**src/rtl/hkd_pkg.sv**
```systemverilog
// Shared types, constants and keystroke tables of the Hangul keystroke decomposer.
package hkd_pkg;

   localparam int CODE_W      = 16;
   localparam int KEY_W       = 16;
   localparam int CHAR_W      = 8;
   localparam int MAX_KEYS    = 5;
   localparam int KEY_IDX_W   = $clog2(MAX_KEYS);
   localparam int COUNT_W     = $clog2(MAX_KEYS + 1);
   localparam int JAMO_W      = 5;
   localparam int SYL_OFS_W   = 14;
   localparam int Q28_W       = 9;
   localparam int QUEUE_DEPTH = 2;

   // Code unit ranges
   localparam logic [CODE_W-1:0] SYL_FIRST  = 16'hAC00;
   localparam logic [CODE_W-1:0] SYL_LAST   = 16'hD7A3;
   localparam logic [CODE_W-1:0] CONS_FIRST = 16'h3131;
   localparam logic [CODE_W-1:0] CONS_LAST  = 16'h314E;
   localparam logic [CODE_W-1:0] VOW_FIRST  = 16'h314F;
   localparam logic [CODE_W-1:0] VOW_LAST   = 16'h3163;

   // Reciprocals: floor(s / 28) and floor(q / 21) over the syllable range
   localparam logic [15:0] RECIP_28       = 16'd37450;
   localparam int          RECIP_28_SHIFT = 20;
   localparam int          PROD28_W       = SYL_OFS_W + 16;
   localparam logic [11:0] RECIP_21       = 12'd3121;
   localparam int          RECIP_21_SHIFT = 16;
   localparam int          PROD21_W       = Q28_W + 12;

   localparam logic [CHAR_W-1:0] NO_KEY = 8'h00;

   typedef enum logic [1:0] {
      CLS_SYLLABLE,
      CLS_CONS,
      CLS_VOWEL,
      CLS_OTHER
   } hkd_class_type;

   typedef struct packed {
      logic [MAX_KEYS-1:0][KEY_W-1:0] keys;
      logic [COUNT_W-1:0]             count;
   } hkd_run_type;

   function automatic logic [CHAR_W-1:0] initial_key(input logic [JAMO_W-1:0] idx);
      logic [CHAR_W-1:0] k;
      case (idx)
         5'd0:    k = "r";
         5'd1:    k = "R";
         5'd2:    k = "s";
         5'd3:    k = "e";
         5'd4:    k = "E";
         5'd5:    k = "f";
         5'd6:    k = "a";
         5'd7:    k = "q";
         5'd8:    k = "Q";
         5'd9:    k = "t";
         5'd10:   k = "T";
         5'd11:   k = "d";
         5'd12:   k = "w";
         5'd13:   k = "W";
         5'd14:   k = "c";
         5'd15:   k = "z";
         5'd16:   k = "x";
         5'd17:   k = "v";
         5'd18:   k = "g";
         default: k = NO_KEY;
      endcase
      return k;
   endfunction

   function automatic logic [2*CHAR_W-1:0] vowel_pair(input logic [JAMO_W-1:0] idx);
      logic [2*CHAR_W-1:0] p;
      case (idx)
         5'd0:    p = {"k", NO_KEY};
         5'd1:    p = {"o", NO_KEY};
         5'd2:    p = {"i", NO_KEY};
         5'd3:    p = {"O", NO_KEY};
         5'd4:    p = {"j", NO_KEY};
         5'd5:    p = {"p", NO_KEY};
         5'd6:    p = {"u", NO_KEY};
         5'd7:    p = {"P", NO_KEY};
         5'd8:    p = {"h", NO_KEY};
         5'd9:    p = {"h", "k"};
         5'd10:   p = {"h", "o"};
         5'd11:   p = {"h", "l"};
         5'd12:   p = {"y", NO_KEY};
         5'd13:   p = {"n", NO_KEY};
         5'd14:   p = {"n", "j"};
         5'd15:   p = {"n", "p"};
         5'd16:   p = {"n", "l"};
         5'd17:   p = {"b", NO_KEY};
         5'd18:   p = {"m", NO_KEY};
         5'd19:   p = {"m", "l"};
         5'd20:   p = {"l", NO_KEY};
         default: p = {NO_KEY, NO_KEY};
      endcase
      return p;
   endfunction

   function automatic logic [2*CHAR_W-1:0] final_pair(input logic [JAMO_W-1:0] idx);
      logic [2*CHAR_W-1:0] p;
      case (idx)
         5'd1:    p = {"r", NO_KEY};
         5'd2:    p = {"R", NO_KEY};
         5'd3:    p = {"r", "t"};
         5'd4:    p = {"s", NO_KEY};
         5'd5:    p = {"s", "w"};
         5'd6:    p = {"s", "g"};
         5'd7:    p = {"e", NO_KEY};
         5'd8:    p = {"f", NO_KEY};
         5'd9:    p = {"f", "r"};
         5'd10:   p = {"f", "a"};
         5'd11:   p = {"f", "q"};
         5'd12:   p = {"f", "t"};
         5'd13:   p = {"f", "x"};
         5'd14:   p = {"f", "v"};
         5'd15:   p = {"f", "g"};
         5'd16:   p = {"a", NO_KEY};
         5'd17:   p = {"q", NO_KEY};
         5'd18:   p = {"q", "t"};
         5'd19:   p = {"t", NO_KEY};
         5'd20:   p = {"T", NO_KEY};
         5'd21:   p = {"d", NO_KEY};
         5'd22:   p = {"w", NO_KEY};
         5'd23:   p = {"c", NO_KEY};
         5'd24:   p = {"z", NO_KEY};
         5'd25:   p = {"x", NO_KEY};
         5'd26:   p = {"v", NO_KEY};
         5'd27:   p = {"g", NO_KEY};
         default: p = {NO_KEY, NO_KEY};
      endcase
      return p;
   endfunction

   function automatic logic [2*CHAR_W-1:0] cons_pair(input logic [JAMO_W-1:0] idx);
      logic [2*CHAR_W-1:0] p;
      case (idx)
         5'd0:    p = {"r", NO_KEY};
         5'd1:    p = {"R", NO_KEY};
         5'd2:    p = {"r", "t"};
         5'd3:    p = {"s", NO_KEY};
         5'd4:    p = {"s", "w"};
         5'd5:    p = {"s", "g"};
         5'd6:    p = {"e", NO_KEY};
         5'd7:    p = {"E", NO_KEY};
         5'd8:    p = {"f", NO_KEY};
         5'd9:    p = {"f", "r"};
         5'd10:   p = {"f", "a"};
         5'd11:   p = {"f", "q"};
         5'd12:   p = {"f", "t"};
         5'd13:   p = {"f", "x"};
         5'd14:   p = {"f", "v"};
         5'd15:   p = {"f", "g"};
         5'd16:   p = {"a", NO_KEY};
         5'd17:   p = {"q", NO_KEY};
         5'd18:   p = {"Q", NO_KEY};
         5'd19:   p = {"q", "t"};
         5'd20:   p = {"t", NO_KEY};
         5'd21:   p = {"T", NO_KEY};
         5'd22:   p = {"d", NO_KEY};
         5'd23:   p = {"w", NO_KEY};
         5'd24:   p = {"W", NO_KEY};
         5'd25:   p = {"c", NO_KEY};
         5'd26:   p = {"z", NO_KEY};
         5'd27:   p = {"x", NO_KEY};
         5'd28:   p = {"v", NO_KEY};
         5'd29:   p = {"g", NO_KEY};
         default: p = {NO_KEY, NO_KEY};
      endcase
      return p;
   endfunction

endpackage

```
**src/rtl/hkd_if.sv**
```systemverilog
// Valid/ready channel interfaces for code units in and keystrokes out.
interface hkd_req_if import hkd_pkg::*; ();
   logic              valid;
   logic              ready;
   logic [CODE_W-1:0] code_unit;

   modport source (output valid, output code_unit, input ready);
   modport sink (input valid, input code_unit, output ready);
endinterface

interface hkd_rsp_if import hkd_pkg::*; ();
   logic             valid;
   logic             ready;
   logic [KEY_W-1:0] key_code;
   logic             last_of_run;

   modport source (output valid, output key_code, output last_of_run, input ready);
   modport sink (input valid, input key_code, input last_of_run, output ready);
endinterface

```
**src/rtl/hangul_to_keystroke_decomposer.sv**
```systemverilog
// Top level of the Hangul syllable to two-set keyboard keystroke decomposer.
//
// Usage:
//   req_ch carries one UTF-16 code unit per item (valid/ready). rsp_ch returns
//   the keystrokes for it, one item per key, with last_of_run set on the final
//   key of each code unit. A precomposed syllable gives 2 to 5 keys, a lone
//   compatibility jamo 1 or 2, any other unit passes through as one item.
// Path: the first key of a code unit passes the classify/divide register, then
//   the queue write, then the output register before it is valid.
// Throughput: one key per cycle while rsp_ch.ready is high; a code unit gives
//   1 to 5 keys. The output register is the bottleneck; the front end takes a
//   new item every cycle while the run queue is not full.
// Reset: synchronous, active high; empties the run queue and drops any pending
//   key. No table needs initialization.
// Stall: when rsp_ch.ready is low the current key holds; the queue fills and
//   then req_ch.ready drops until the back end drains a run.
module hangul_to_keystroke_decomposer import hkd_pkg::*; #(
   parameter int QueueDepth = QUEUE_DEPTH
) (
   input  logic      clock,
   input  logic      reset,
   hkd_req_if.sink   req_ch,
   hkd_rsp_if.source rsp_ch
);

   // Front to queue
   logic        push;
   hkd_run_type push_data;
   logic        queue_full;

   // Queue to back
   logic        head_valid;
   hkd_run_type head;
   logic        pop;

   // Classify, divide by 588/28 and build the run of keys
   hkd_front u_front (
      .clock      (clock),
      .reset      (reset),
      .req_ch     (req_ch),
      .push       (push),
      .push_data  (push_data),
      .queue_full (queue_full)
   );

   // Decouple the front from output stalls
   hkd_queue #(
      .Depth (QueueDepth)
   ) u_queue (
      .clock      (clock),
      .reset      (reset),
      .push       (push),
      .push_data  (push_data),
      .full       (queue_full),
      .pop        (pop),
      .head_valid (head_valid),
      .head       (head)
   );

   // Serialize each run onto the output, one key per cycle while rsp_ch.ready is high
   hkd_back u_back (
      .clock      (clock),
      .reset      (reset),
      .head_valid (head_valid),
      .head       (head),
      .pop        (pop),
      .rsp_ch     (rsp_ch)
   );

endmodule

```
**src/rtl/hkd_front.sv**
```systemverilog
// Front end: accept code units, classify, split syllables and build keystroke runs.
module hkd_front import hkd_pkg::*; (
   input  logic        clock,
   input  logic        reset,
   hkd_req_if.sink     req_ch,
   output logic        push,
   output hkd_run_type push_data,
   input  logic        queue_full
);

   logic                   accept;
   logic                   a_valid_ff, a_valid_in;
   logic [CODE_W-1:0]      code_ff;
   hkd_class_type          cls_ff, cls_w;
   logic [Q28_W-1:0]       q28_ff, q28_w;
   logic [JAMO_W-1:0]      fin_ff, fin_w;
   logic [JAMO_W-1:0]      jidx_ff, jidx_w;
   logic [SYL_OFS_W-1:0]   s_w;
   logic [PROD28_W-1:0]    prod28_w;
   logic [PROD21_W-1:0]    prod21_w;
   logic [JAMO_W-1:0]      ini_w, med_w, vow_idx_w;
   logic [2*CHAR_W-1:0]    vowel_w, final_w, cons_w;
   logic [COUNT_W-1:0]     n;
   hkd_run_type            run;

   assign req_ch.ready = !a_valid_ff || !queue_full;
   assign accept       = req_ch.valid && req_ch.ready;
   assign push         = a_valid_ff && !queue_full;

   // Classify and take the first division step (by 28) on the incoming unit
   always_comb begin
      if (req_ch.code_unit inside {[SYL_FIRST:SYL_LAST]}) begin
         cls_w = CLS_SYLLABLE;
      end else if (req_ch.code_unit inside {[CONS_FIRST:CONS_LAST]}) begin
         cls_w = CLS_CONS;
      end else if (req_ch.code_unit inside {[VOW_FIRST:VOW_LAST]}) begin
         cls_w = CLS_VOWEL;
      end else begin
         cls_w = CLS_OTHER;
      end
   end

   assign s_w      = SYL_OFS_W'(req_ch.code_unit - SYL_FIRST);
   assign prod28_w = PROD28_W'(s_w) * PROD28_W'(RECIP_28);
   assign q28_w    = prod28_w[RECIP_28_SHIFT +: Q28_W];
   assign fin_w    = JAMO_W'(s_w - (SYL_OFS_W'(q28_w) * SYL_OFS_W'(28)));
   assign jidx_w   = (cls_w == CLS_CONS) ? JAMO_W'(req_ch.code_unit - CONS_FIRST)
                                         : JAMO_W'(req_ch.code_unit - VOW_FIRST);

   assign a_valid_in = accept ? 1'b1 : (push ? 1'b0 : a_valid_ff);

   always_ff @(posedge clock) begin
      if (reset) begin
         a_valid_ff <= 1'b0;
      end else begin
         a_valid_ff <= a_valid_in;
      end
   end

   always_ff @(posedge clock) begin
      if (accept) begin
         code_ff <= req_ch.code_unit;
         cls_ff  <= cls_w;
         q28_ff  <= q28_w;
         fin_ff  <= fin_w;
         jidx_ff <= jidx_w;
      end
   end

   // Second division step (by 21) gives initial and medial
   assign prod21_w  = PROD21_W'(q28_ff) * PROD21_W'(RECIP_21);
   assign ini_w     = prod21_w[RECIP_21_SHIFT +: JAMO_W];
   assign med_w     = JAMO_W'(q28_ff - (Q28_W'(ini_w) * Q28_W'(21)));
   assign vow_idx_w = (cls_ff == CLS_SYLLABLE) ? med_w : jidx_ff;
   assign vowel_w   = vowel_pair(vow_idx_w);
   assign final_w   = final_pair(fin_ff);
   assign cons_w    = cons_pair(jidx_ff);

   always_comb begin
      run = '0;
      n   = '0;
      case (cls_ff)
         CLS_SYLLABLE: begin
            run.keys[0] = KEY_W'(initial_key(ini_w));
            run.keys[1] = KEY_W'(vowel_w[2*CHAR_W-1:CHAR_W]);
            n = COUNT_W'(2);
            if (vowel_w[CHAR_W-1:0] != NO_KEY) begin
               run.keys[2] = KEY_W'(vowel_w[CHAR_W-1:0]);
               n = COUNT_W'(3);
            end
            if (fin_ff != '0) begin
               run.keys[KEY_IDX_W'(n)] = KEY_W'(final_w[2*CHAR_W-1:CHAR_W]);
               n = n + COUNT_W'(1);
               if (final_w[CHAR_W-1:0] != NO_KEY) begin
                  run.keys[KEY_IDX_W'(n)] = KEY_W'(final_w[CHAR_W-1:0]);
                  n = n + COUNT_W'(1);
               end
            end
         end
         CLS_CONS, CLS_VOWEL: begin
            if (cls_ff == CLS_CONS) begin
               run.keys[0] = KEY_W'(cons_w[2*CHAR_W-1:CHAR_W]);
               run.keys[1] = KEY_W'(cons_w[CHAR_W-1:0]);
               n = (cons_w[CHAR_W-1:0] != NO_KEY) ? COUNT_W'(2) : COUNT_W'(1);
            end else begin
               run.keys[0] = KEY_W'(vowel_w[2*CHAR_W-1:CHAR_W]);
               run.keys[1] = KEY_W'(vowel_w[CHAR_W-1:0]);
               n = (vowel_w[CHAR_W-1:0] != NO_KEY) ? COUNT_W'(2) : COUNT_W'(1);
            end
         end
         default: begin
            run.keys[0] = code_ff;
            n = COUNT_W'(1);
         end
      endcase
      run.count = n;
   end

   assign push_data = run;

endmodule

```
**src/rtl/hkd_queue.sv**
```systemverilog
// Small FIFO of keystroke runs between the front and back ends.
module hkd_queue import hkd_pkg::*; #(
   parameter int Depth = QUEUE_DEPTH
) (
   input  logic        clock,
   input  logic        reset,
   input  logic        push,
   input  hkd_run_type push_data,
   output logic        full,
   input  logic        pop,
   output logic        head_valid,
   output hkd_run_type head
);

   localparam int PtrW = $clog2(Depth);
   localparam int CntW = $clog2(Depth + 1);

   hkd_run_type       mem_ff [Depth];
   logic [PtrW-1:0]   wr_ptr_ff, wr_ptr_in;
   logic [PtrW-1:0]   rd_ptr_ff, rd_ptr_in;
   logic [CntW-1:0]   count_ff, count_in;

   assign full       = (count_ff == CntW'(Depth));
   assign head_valid = (count_ff != '0);
   assign head       = mem_ff[rd_ptr_ff];

   always_comb begin
      wr_ptr_in = wr_ptr_ff;
      rd_ptr_in = rd_ptr_ff;
      count_in  = count_ff;
      if (push) begin
         wr_ptr_in = (wr_ptr_ff == PtrW'(Depth - 1)) ? '0 : wr_ptr_ff + PtrW'(1);
      end
      if (pop) begin
         rd_ptr_in = (rd_ptr_ff == PtrW'(Depth - 1)) ? '0 : rd_ptr_ff + PtrW'(1);
      end
      if (push && !pop) begin
         count_in = count_ff + CntW'(1);
      end else if (pop && !push) begin
         count_in = count_ff - CntW'(1);
      end
   end

   always_ff @(posedge clock) begin
      if (reset) begin
         wr_ptr_ff <= '0;
         rd_ptr_ff <= '0;
         count_ff  <= '0;
      end else begin
         wr_ptr_ff <= wr_ptr_in;
         rd_ptr_ff <= rd_ptr_in;
         count_ff  <= count_in;
      end
   end

   always_ff @(posedge clock) begin
      if (push) begin
         mem_ff[wr_ptr_ff] <= push_data;
      end
   end

endmodule

```
**src/rtl/hkd_back.sv**
```systemverilog
// Back end: step through the head run and send one keystroke per cycle unless rsp_ch stalls.
module hkd_back import hkd_pkg::*; (
   input  logic        clock,
   input  logic        reset,
   input  logic        head_valid,
   input  hkd_run_type head,
   output logic        pop,
   hkd_rsp_if.source   rsp_ch
);

   logic                 load;
   logic                 is_last;
   logic [KEY_IDX_W-1:0] idx_ff, idx_in;
   logic                 rsp_valid_ff, rsp_valid_in;
   logic [KEY_W-1:0]     key_ff;
   logic                 last_ff;

   assign load    = head_valid && (!rsp_valid_ff || rsp_ch.ready);
   assign is_last = (COUNT_W'(idx_ff) == head.count - COUNT_W'(1));
   assign pop     = load && is_last;

   assign idx_in       = load ? (is_last ? '0 : idx_ff + KEY_IDX_W'(1)) : idx_ff;
   assign rsp_valid_in = load ? 1'b1 : (rsp_ch.ready ? 1'b0 : rsp_valid_ff);

   always_ff @(posedge clock) begin
      if (reset) begin
         idx_ff       <= '0;
         rsp_valid_ff <= 1'b0;
      end else begin
         idx_ff       <= idx_in;
         rsp_valid_ff <= rsp_valid_in;
      end
   end

   always_ff @(posedge clock) begin
      if (load) begin
         key_ff  <= head.keys[idx_ff];
         last_ff <= is_last;
      end
   end

   assign rsp_ch.valid       = rsp_valid_ff;
   assign rsp_ch.key_code    = key_ff;
   assign rsp_ch.last_of_run = last_ff;

`ifndef SYNTH
   // Keys of one run leave back to back: the run stays at the queue head
   a_run_contiguous: assert property (@(posedge clock) disable iff (reset)
      (rsp_valid_ff && rsp_ch.ready && !last_ff) |=> rsp_valid_ff)
      else $error("keystroke run broken before its last key");

   a_idx_in_run: assert property (@(posedge clock) disable iff (reset)
      head_valid |-> (COUNT_W'(idx_ff) < head.count))
      else $error("key index beyond run length");

   a_idx_idle: assert property (@(posedge clock) disable iff (reset)
      !head_valid |-> (idx_ff == '0))
      else $error("key index not cleared with empty queue");
`endif

endmodule

```
**src/flat_wrapper.sv**
```systemverilog
// flat-port wrapper written by rule: the top's interface ports become plain ports
module hangul_to_keystroke_decomposer_flat import hkd_pkg::*;
#(
   parameter int QueueDepth = QUEUE_DEPTH
)
  (clock, reset, req_ch_valid, req_ch_code_unit, req_ch_ready, rsp_ch_valid, rsp_ch_key_code, rsp_ch_last_of_run, rsp_ch_ready);
  hkd_req_if req_ch_i ();
  hkd_rsp_if rsp_ch_i ();
  input  logic clock;
  input  logic reset;
  input wire logic [$bits(req_ch_i.valid)-1:0] req_ch_valid;
  input wire logic [$bits(req_ch_i.code_unit)-1:0] req_ch_code_unit;
  output wire logic [$bits(req_ch_i.ready)-1:0] req_ch_ready;
  output wire logic [$bits(rsp_ch_i.valid)-1:0] rsp_ch_valid;
  output wire logic [$bits(rsp_ch_i.key_code)-1:0] rsp_ch_key_code;
  output wire logic [$bits(rsp_ch_i.last_of_run)-1:0] rsp_ch_last_of_run;
  input wire logic [$bits(rsp_ch_i.ready)-1:0] rsp_ch_ready;
  assign req_ch_i.valid = req_ch_valid;
  assign req_ch_i.code_unit = req_ch_code_unit;
  assign req_ch_ready = req_ch_i.ready;
  assign rsp_ch_valid = rsp_ch_i.valid;
  assign rsp_ch_key_code = rsp_ch_i.key_code;
  assign rsp_ch_last_of_run = rsp_ch_i.last_of_run;
  assign rsp_ch_i.ready = rsp_ch_ready;
  hangul_to_keystroke_decomposer #(.QueueDepth(QueueDepth)) u_core (.clock(clock), .reset(reset), .req_ch(req_ch_i), .rsp_ch(rsp_ch_i));
endmodule
```
**config.mk**
```make
export PLATFORM = sky130hd
export DESIGN_NAME = hangul_to_keystroke_decomposer_flat
export DESIGN_NICKNAME = d
export VERILOG_FILES = /design/src/rtl/hkd_pkg.sv /design/src/rtl/hkd_if.sv /design/src/rtl/hangul_to_keystroke_decomposer.sv /design/src/rtl/hkd_front.sv /design/src/rtl/hkd_queue.sv /design/src/rtl/hkd_back.sv /design/src/flat_wrapper.sv
export SDC_FILE = /design/constraint.sdc
export NUM_CORES = 1
export LEC_CHECK = 0
export BUFFER_PORTS_ARGS = -buffer_cell sky130_fd_sc_hd__buf_4
export CAP_MARGIN = 10
export CORE_MARGIN = 1
export CORE_UTILIZATION = 40
export DETAILED_ROUTE_END_ITERATION = 8
export PLACE_DENSITY = 0.6
export SLEW_MARGIN = 0
export SYNTH_ARGS = -nofsm -noshare
export SYNTH_HDL_FRONTEND = slang
export SYNTH_HIERARCHICAL = 1
export SYNTH_SLANG_ARGS = --single-unit
export TNS_END_PERCENT = 10
```
**constraint.sdc**
```tcl
create_clock -name clock -period 19.3 [get_ports clock]
set_input_delay 3.86 -clock clock [delete_from_list [all_inputs] [get_ports clock]]
set_output_delay 3.86 -clock clock [all_outputs]
set_load 0.02 [all_outputs]
```
-- Word-level counts from Yosys, hierarchy flattened
Memory sizes are Yosys's and may differ from the RTL's. A register that Yosys moved wholly into a read port is not among the register bits.
Index checks and enable logic that the tools add are counted.
- logic and storage cells: 124
- ROM bits: 1568
- RAM bits: 166
- bits in latches: 0
- input port bits: 20
- register bits: 63
- memories kept: 5
- output and inout port bits: 19
- $mul: 4
- order comparisons: 11
- multiplexer cells: 45
- $add $sub $neg: 13
- shift operators: 0
- divide/modulo/power cells: 0
- reduce and logical (&&, ||, !) cells: 28
- eq/ne operators: 5
- bitwise logic cells: 0
- memory list (name ; words ; width ; rd ports ; clocked after memory_dff ; write ports ; RTL line ; source):
    (name not given) ; 32 ; 14 ; 1 ; 1 ; 0 ; hkd_pkg.sv:138 ; case (idx)
    (name not given) ; 32 ; 14 ; 1 ; 1 ; 0 ; hkd_pkg.sv:103 ; case (idx)
    (name not given) ; 32 ; 14 ; 1 ; 0 ; 0 ; hkd_pkg.sv:74 ; case (idx)
    (name not given) ; 32 ; 7 ; 1 ; 0 ; 0 ; hkd_pkg.sv:47 ; case (idx)
    u_core.u_queue.mem_ff ; 2 ; 83 ; 1 ; 1 ; 1 ; hkd_queue.sv:18 ; hkd_run_type mem_ff [Depth];
- operator list (operator ; number):
    $bwmux W80 ; 2
    $mux W80 ; 2
    $demux W16 S3 ; 2
    $mux W16 ; 4
    $pmux W16 S2 ; 2
    $bmux W16 S3 ; 1
    $mux W48 ; 1
    $ge A16 B14 Y1 const B ; 2
    $le A16 B14 Y1 const B ; 2
    $mul A14 B15 Y28 const B ; 1
    $mux W24 ; 1
    $reduce_bool A8 Y1 ; 3
    $mul A9 B12 Y21 const B ; 1
    $mux W5 ; 4
    $ge A16 B16 Y1 const B ; 1
    $le A16 B16 Y1 const B ; 1
    $mux W8 ; 2
    $mux W2 ; 7
    $sub A14 B14 Y14 const B ; 1
    $lt A3 B4 Y1 const B ; 3
    $mux W1 ; 12
    $mux W3 ; 4
    $logic_and A1 B1 Y1 ; 11
    $sub A5 B5 Y5 ; 2
    20 further kinds ; 34

-- Longest topological paths before layout
Gate-level depths: netlist of the first run.
An unclocked memory read counts as a cell.
- depth after elaboration: 17
- mapped depth: 33
- gate-level depth less buffers: 31

-- By module
Netlist of the first run, hierarchy kept.
- modules (own cells, without submodules) (module ; area each (um^2) ; seq. area each (um^2) ; cells each ; times used):
    hkd_front ; 8565.7 ; 1591.5 ; 968 ; 1
    hkd_queue ; 6221.0 ; 5084.9 ; 280 ; 1
    hkd_back ; 1430.1 ; 590.6 ; 119 ; 1

-- Least setup slack after synthesis of the first run
OpenSTA, ideal clock, no wires.
- kind: input port to flip-flop
- from: in req_ch_code_unit[10]
- to: reg, netlist name u_core/u_front/final_w[9]
- required time: 19191 ps
- buffers on the path: 1
- setup slack: 8566 ps
- setup time: 109 ps
- arrival time: 10626 ps
- stages: 26
- cells stage by stage: ha_1 xnor2_1 inv_1 fa_1 inv_1 fa_1 fa_1 fa_1 fa_1 ha_1 nand3_1 nor2_1 a211oi_1 o31ai_1 a221oi_1 o21ai_0 xor2_1 ha_1 fa_1 xor2_1 xnor2_1 xnor3_1 mux2i_1 clkbuf_1 nand3b_1 o311ai_0
- cells in the longest elaborated chain, start to end: 5
- RTL lines (element ; RTL line ; source):
    from (decl) ; flat_wrapper.sv:12 ; input wire logic [$bits(req_ch_i.code_unit)-1:0] req_ch_code_unit;
    $sub A14 B14 Y14 ; hkd_front.sv:43 ; assign s_w = SYL_OFS_W'(req_ch.code_unit - SYL_FIRST);
    $mul A14 B15 Y28 ; hkd_front.sv:44 ; assign prod28_w = PROD28_W'(s_w) * PROD28_W'(RECIP_28);
    named net u_core.u_front.prod28_w[21] ; hkd_front.sv:19 ; logic [PROD28_W-1:0] prod28_w;
    $mul A9 B3 Y3 ; hkd_front.sv:46 ; assign fin_w = JAMO_W'(s_w - (SYL_OFS_W'(q28_w) * SYL_OFS_W'(28)));
    $sub A5 B5 Y5 ; hkd_front.sv:46 ;
    named net u_core.u_front.fin_w[4] ; hkd_front.sv:16 ; logic [JAMO_W-1:0] fin_ff, fin_w;
    $mux W5 (no line) ; -- ;
The timed path passes the listed nets, and every way through them passes these cells.
A chain may end at the register's enable or synchronous reset.

-- Final worst setup path of the first run
- from: in req_ch_code_unit[10]
- to: reg, netlist name u_core/u_front/final_w[2]
- cells in the longest elaborated chain, start to end: 5
- RTL lines (element ; RTL line):
    $sub A14 B14 Y14 ; hkd_front.sv:43
    $mul A14 B15 Y28 ; hkd_front.sv:44
    named net u_core.u_front.prod28_w[21] ; hkd_front.sv:19
    $mul A9 B3 Y3 ; hkd_front.sv:46
    $sub A5 B5 Y5 ; hkd_front.sv:46
    $mux W5 (no line) ; --
The timed path passes the listed nets, and every way through them passes these cells.

==> results of run 1 <==
sequential cells by signal, summed over array words and instances (netlist names), named ones only:
| register | flops |
|---|---|
| u_core/u_back/idx_ff | 3 |
| u_core/u_back/rsp_ch.key_code | 16 |
| u_core/u_back/rsp_ch.last_of_run | 1 |
| u_core/u_back/rsp_ch.valid | 1 |
| u_core/u_front/a_valid_ff | 1 |
| u_core/u_front/cls_ff | 2 |
| u_core/u_front/code_ff | 16 |
| u_core/u_front/cons_w | 13 |
| u_core/u_front/fin_ff | 3 |
| u_core/u_front/final_w | 13 |
| u_core/u_front/jidx_ff | 5 |
| u_core/u_front/q28_ff | 9 |
| u_core/u_queue/count_ff | 2 |
| u_core/u_queue/mem_ff | 166 |
| u_core/u_queue/rd_ptr_ff | 1 |
| u_core/u_queue/wr_ptr_ff | 1 |
cell families (layout without fill, tap and decap cells):
group	count (synthesis)	after routing	share of synthesized area (%)
compound gates	239	239	9.44
xor+xnor	51	51	3.02
fa+ha+maj	218	218	18.6
buf+inv	219	234	6.60
flops	254	254	44.8
mux	119	119	9.25
other cells	1	36	0.0231
simple gates	266	266	8.23
critical path: cells and delay by family:
| family | cells | cell delay [ns] |
|---|---|---|
| AOI/OAI and AO/OA | 6 | 2.00 |
| xor gates and xnor gates | 2 | 0.58 |
| adders and majority gates | 9 | 3.85 |
| buffers and inverters | 4 | 0.37 |
| muxes | 1 | 0.16 |
| and+or+nand+nor | 4 | 0.49 |
cell usage after synthesis (all sizes together) (6+ instances only):
cell type,n
fa,39
o31ai,8
nor3,15
o211ai,9
edfxtp,218
clkbuf,28
mux2i,16
xnor2,37
nand2,76
mux4,16
or4,7
ha,179
o21ai,65
nand4,12
a21boi,8
a211oi,11
a31oi,15
nor2b,6
inv,136
dfxtp,36
and3,6
a21oi,56
o22ai,8
nand3,22
nor4,8
xor2,12
nand2b,7
a21o,15
buf,54
nor2,66
mux2,87
and2,22
how the worst min path moves through the flow:
stage | start | cells after the start | end | slack (ns)
3_5_place_dp | u_core/u_front/a_valid_ff | 2 | u_core/u_front/a_valid_ff | 0.49
3_3_place_gp | u_core/u_queue/count_ff[1] | 2 | u_core/u_queue/count_ff[1] | 0.48
4_1_cts | u_core/u_front/a_valid_ff | 2 | u_core/u_front/a_valid_ff | 0.51
5_1_grt | u_core/u_front/a_valid_ff | 2 | u_core/u_front/a_valid_ff | 0.54
2_1_floorplan | u_core/u_queue/count_ff[1] | 2 | u_core/u_queue/count_ff[1] | 0.46
6_report | u_core/u_front/a_valid_ff | 2 | u_core/u_front/a_valid_ff | 0.50
through the flow:
| stage | cell area (um2) | worst slack, ns | hold slack [ns] |
|---|---|---|---|
| CTS | 17700 | 8.42 | 0.509 |
| floorplan | 16300 | 8.57 | 0.456 |
| finish | 17700 | 8.33 | 0.500 |
| detailed placement | 16800 | 7.86 | 0.495 |
| global route | 17700 | 7.85 | 0.541 |
| global placement | 16800 | 8.05 | 0.481 |
layer usage:
layer	share of wire, %	routed length, um
met2	47	15900
met5	0	0
met1	48	16100
met3	2.9	989
met4	2.0	664
layout make-up:
cell class	instances	area share, %
multi-input combinational	929	45.3
clock inverter	15	0.806
sequential	254	41.1
inverter	137	2.90
clock buffer	35	4.22
timing repair buffer	47	1.99
tap	525	3.71
==> results.yml, run 1 <==
status:
  status: "finished, final reports clean"
synthesis:
  synth_edf_count: 218
  synthCells: 1367
  synthDistinctLibCells: 78
  synth_top_cell_area_share_pct: 40.4
  yosysSeqAreaShare_pct: 44.8
  avgSynthCellArea_um2: 11.9
  yosysWarnings: 6
  ys_seq_elements: 254
  synth-main-ff-cell: "edfxtp_1"
  synth_area_leaders: "edfxtp_1 40%, ha_1 14%, mux2_2 6.0%"
  async_reset_ff_share_pct: 0
  synth_top_cell_by_area: "edfxtp_1"
  syn_area_um2: 16200
clocking:
  cts_resized: 0
  clockBufferDepth: 3
  numClockSinks: 254
  insertion_delay_ns: 0.53
  cts_root_buf: "clkbuf_16"
  numCtsBuffers: 27
  cts_setup_buffers: 0
  cts_tree: "yes"
  clk_pin_slew_ns: 0.06
  ctsHoldBuffers: 0
  cts.htree.levels: 1
timing:
  worstMarginPinSlew_ns: 1.20
  period_needed_ns: 10.97
  rsz0062_at_grt: "no"
  relSlewSlack_pct: 19.2
  finalCritPeriodShare_pct: 56.8
  fin_skew_ns: 0.00758
  tns_ns: 0
  setup_viol: 0
  fmax_ghz: 0.0911
  hold_viol_final: 0
  slew_viol_final: 0
floorplan:
  die-area_um2: 41400
  placeableCoreArea_um2: 39800
  num_rows: 73
  die_h_um: 203
  io_pins: 39
  die_w_um: 203
  initial_core_util_pct: 40.7
detailed_routing:
  drtIter0Drc: 615
  vias: 10150
  wl_mm: 33.6
  avgViaCountPerCell: 5.23
  drc: 0
  post_drt_wl_per_cell_um: 17.3
  ant_nets: 0
  dr.pass1.iters: 5
grt:
  grt_use_total_pct: 16.5
  use_met2_pct: 27.5
  grt_pass1_wl_mm: 54.2
  grt_max_degree: 77
  top_usage_layer: "met2"
  use_met3_pct: 1.82
  overflow: 0
  grt_util_met1_pct: 23.1
  grt_antenna_before_repair: 2
  grt_pass1_vias: 10242
worst_setup_path:
  cp.arrival_ns: 11.36
  r2r_slack_ns: 10.21
  cpPeakStageDelay_ns: 0.95
  cp.required_ns: 19.69
  r2r_start: "u_core/u_front/q28_ff[7]"
  worstRegToRegCells: 29
  slowest_stage: "o21ai_0"
  cp-start-kind: "primary input"
  crit_type: "primary input to flop"
  rr_endpoint: "u_core/u_queue/mem_ff[0][0]"
  endpoint: "u_core/u_front/final_w[2]"
  crit_start: "req_ch_code_unit[10]"
  path_max_fanout: 11
  cp-end-kind: "flop"
  crit_top_cell: "fa_1"
place:
  io_buffers: 38
  dp_hpwl_mm: 24.3
  dp.cells: 1892
  routabilityCongestion: 0.846
cells_and_area:
  final_cell_mix: "218 x edfxtp_1, 179 x ha_1, 136 x inv_1, 87 x mux2_2, 75 x nand2_1"
  final_cells: 1942
  fin_util_pct: 44.5
  final_layout_size_suffix_gt1_share_pct: 14.4
  final_common_cell: "edfxtp_1"
  seq_area_um2: 7270
  syn2layout_area_growth_pct: 9.17
  multiInputGateArea_um2: 8020
  nFillCells: 3747
  diodes: 0
  fin_nets: 1634
worst_hold_path:
  hold_path.class: "flop to flop"
run:
  max_cap_violations: 0
Power of run 1 is left out: the tool's default activity adds up to more than one toggle a clock period on the data nets, which glitch-free logic cannot reach.
==> run 2, diff against run 1 <==
- PLACE_DENSITY: 0.6 -> 0.62
- clock period: 19.3 -> 9.69 ns (I/O delays scaled with it)
==> run 2 against run 1 <==
Final area increased by 0.21%; via count increased by 1.1%; sequential cell count unchanged; critical path depth increased by 2; utilization increased by 0.091 points; count of clock-buffer cells in the layout increased by 6; final cell count increased by 0.31%; worst setup slack got worse by 7.4 ns; first-iteration DRC count decreased by 0.16%; critical path type unchanged; global-route usage increased by 0.39 points; non-clock buffer count increased by 6.
==> results.yml, run 2 (same netlist as run 1, synthesis figures left out) <==
worst_hold_path:
  min_delay_path_depth: 2
  hold_path_startpoint: "u_core/u_front/a_valid_ff"
  min_to: "u_core/u_front/a_valid_ff"
  hold_path.class: "flop to flop"
place:
  dp_hpwl_mm: 25.2
  routabilityCongestion: 0.867
  io_buffers: 38
worst_setup_path:
  cpPeakStageDelay_ns: 0.56
  crit_start: "req_ch_code_unit[10]"
  r2r_slack_ns: 1.14
  cp-end-kind: "flop"
  rr_endpoint: "u_core/u_queue/mem_ff[0][0]"
  cp.arrival_ns: 9.14
  path_max_fanout: 19
  worstRegToRegCells: 30
  r2r_start: "u_core/u_front/q28_ff[7]"
  crit_top_cell: "fa_1"
  crit_type: "primary input to flop"
  slowest_stage: "fa_1"
  cp.required_ns: 10.10
  cp-start-kind: "primary input"
floorplan:
  placeableCoreArea_um2: 39800
  die_w_um: 203
  io_pins: 39
  initial_core_util_pct: 40.7
  die_h_um: 203
  num_rows: 73
  die-area_um2: 41400
cells_and_area:
  nFillCells: 3705
  final_common_cell: "edfxtp_1"
  largest_register_ffs: 166
  final_cell_mix: "218 x edfxtp_1, 179 x ha_1, 136 x inv_1, 87 x mux2_2, 75 x nand2_1"
  fin_nets: 1640
  diodes: 0
  regMostFlops: "u_core/u_queue/mem_ff"
  syn2layout_area_growth_pct: 9.40
  final_layout_size_suffix_gt1_share_pct: 15.2
grt:
  grt_pass1_vias: 10400
  overflow: 0
  grt_use_total_pct: 16.9
  grt_pass1_wl_mm: 55.7
  grt_max_degree: 76
  grt_antenna_before_repair: 2
clocking:
  ctsHoldBuffers: 0
  cts_root_buf: "clkbuf_16"
  clk_pin_slew_ns: 0.06
  cts_setup_buffers: 0
  cts_tree: "yes"
  numClockSinks: 254
  insertion_delay_ns: 0.55
  cts_resized: 0
  clockBufferDepth: 3
  cts.htree.levels: 1
  numCtsBuffers: 27
timing:
  fmax_ghz: 0.115
  setup_viol: 0
  fin_skew_ns: 0.0137
  period_needed_ns: 8.73
  relSlewSlack_pct: 28.1
  tns_ns: 0
  slew_viol_final: 0
  finalCritPeriodShare_pct: 90.1
  hold_viol_final: 0
  rsz0062_at_grt: "no"
  worstMarginPinSlew_ns: 1.06
detailed_routing:
  dr.pass1.iters: 5
  drtIter0Drc: 614
  vias: 10265
  dr_wl_met2_mm: 16.8
  avgViaCountPerCell: 5.27
  drt-met1-wl_mm: 15.9
  ant_nets: 0
  route.met3.wl_mm: 1.13
  wl_mm: 34.5
  routed.top_layer: "met4"
  drc: 0
  post_drt_wl_per_cell_um: 17.7
run:
  max_cap_violations: 0
status:
  status: "finished, final reports clean"
-- run 2: worst max-delay path: cells and delay by family --
family                   cells  cell delay, ns
XOR/XNOR                     4            0.84
AND/OR/NAND/NOR              2            0.17
buffers and inverters        5            0.57
adder cells (fa/ha/maj)     10            4.12
multiplexers                 2            0.41
AO/OA/AOI/OAI                5            1.09
-- run 2: worst max-delay path by stage --
stage / slack (ns) / to / depth (start not counted)
2_1_floorplan: 0.88 / u_core/u_front/final_w[9] / 26
3_3_place_gp: 0.58 / u_core/u_front/final_w[12] / 28
3_5_place_dp: 0.42 / u_core/u_front/final_w[6] / 28
4_1_cts: 0.97 / u_core/u_front/final_w[6] / 28
5_1_grt: 0.54 / u_core/u_front/final_w[6] / 28
6_report: 0.96 / u_core/u_front/final_w[6] / 28
-- run 2: area by class of cell --
class                      count  area (um2)  share of cell area, %
clock buffer                  41         820                   4.62
clock inverter                 9        61.3                  0.346
inverter                     137         514                   2.90
multi-input combinational    929        8020                   45.2
sequential                   254        7270                   41.0
tap                          525         657                   3.70
timing repair buffer          53         398                   2.24
-- run 2: per-layer routing --
| metal | global-route usage, % | up-vias |
|---|---|---|
| met5 | 0 | - |
| met4 | 3.73 | 0 |
| met3 | 1.93 | 49 |
| met2 | 29.6 | 198 |
| met1 | 22.4 | 5028 |
| li1 | - | 4990 |
-- run 2: stage by stage --
step                      area (um2)  utilization [%]  setup WS (ns)  hold slack, ns  std cells
after floorplan                16300                -          0.878           0.456       1402
after global placement         16900             42.3          0.583           0.479       1898
after detailed placement       16900             42.3          0.423           0.497       1898
after CTS                      17700             44.5          0.970           0.505       1948
after global routing           17700             44.5          0.537           0.540       1948
final                          17700             44.5          0.964           0.512       1948
Power of run 2 is left out for the same reason.
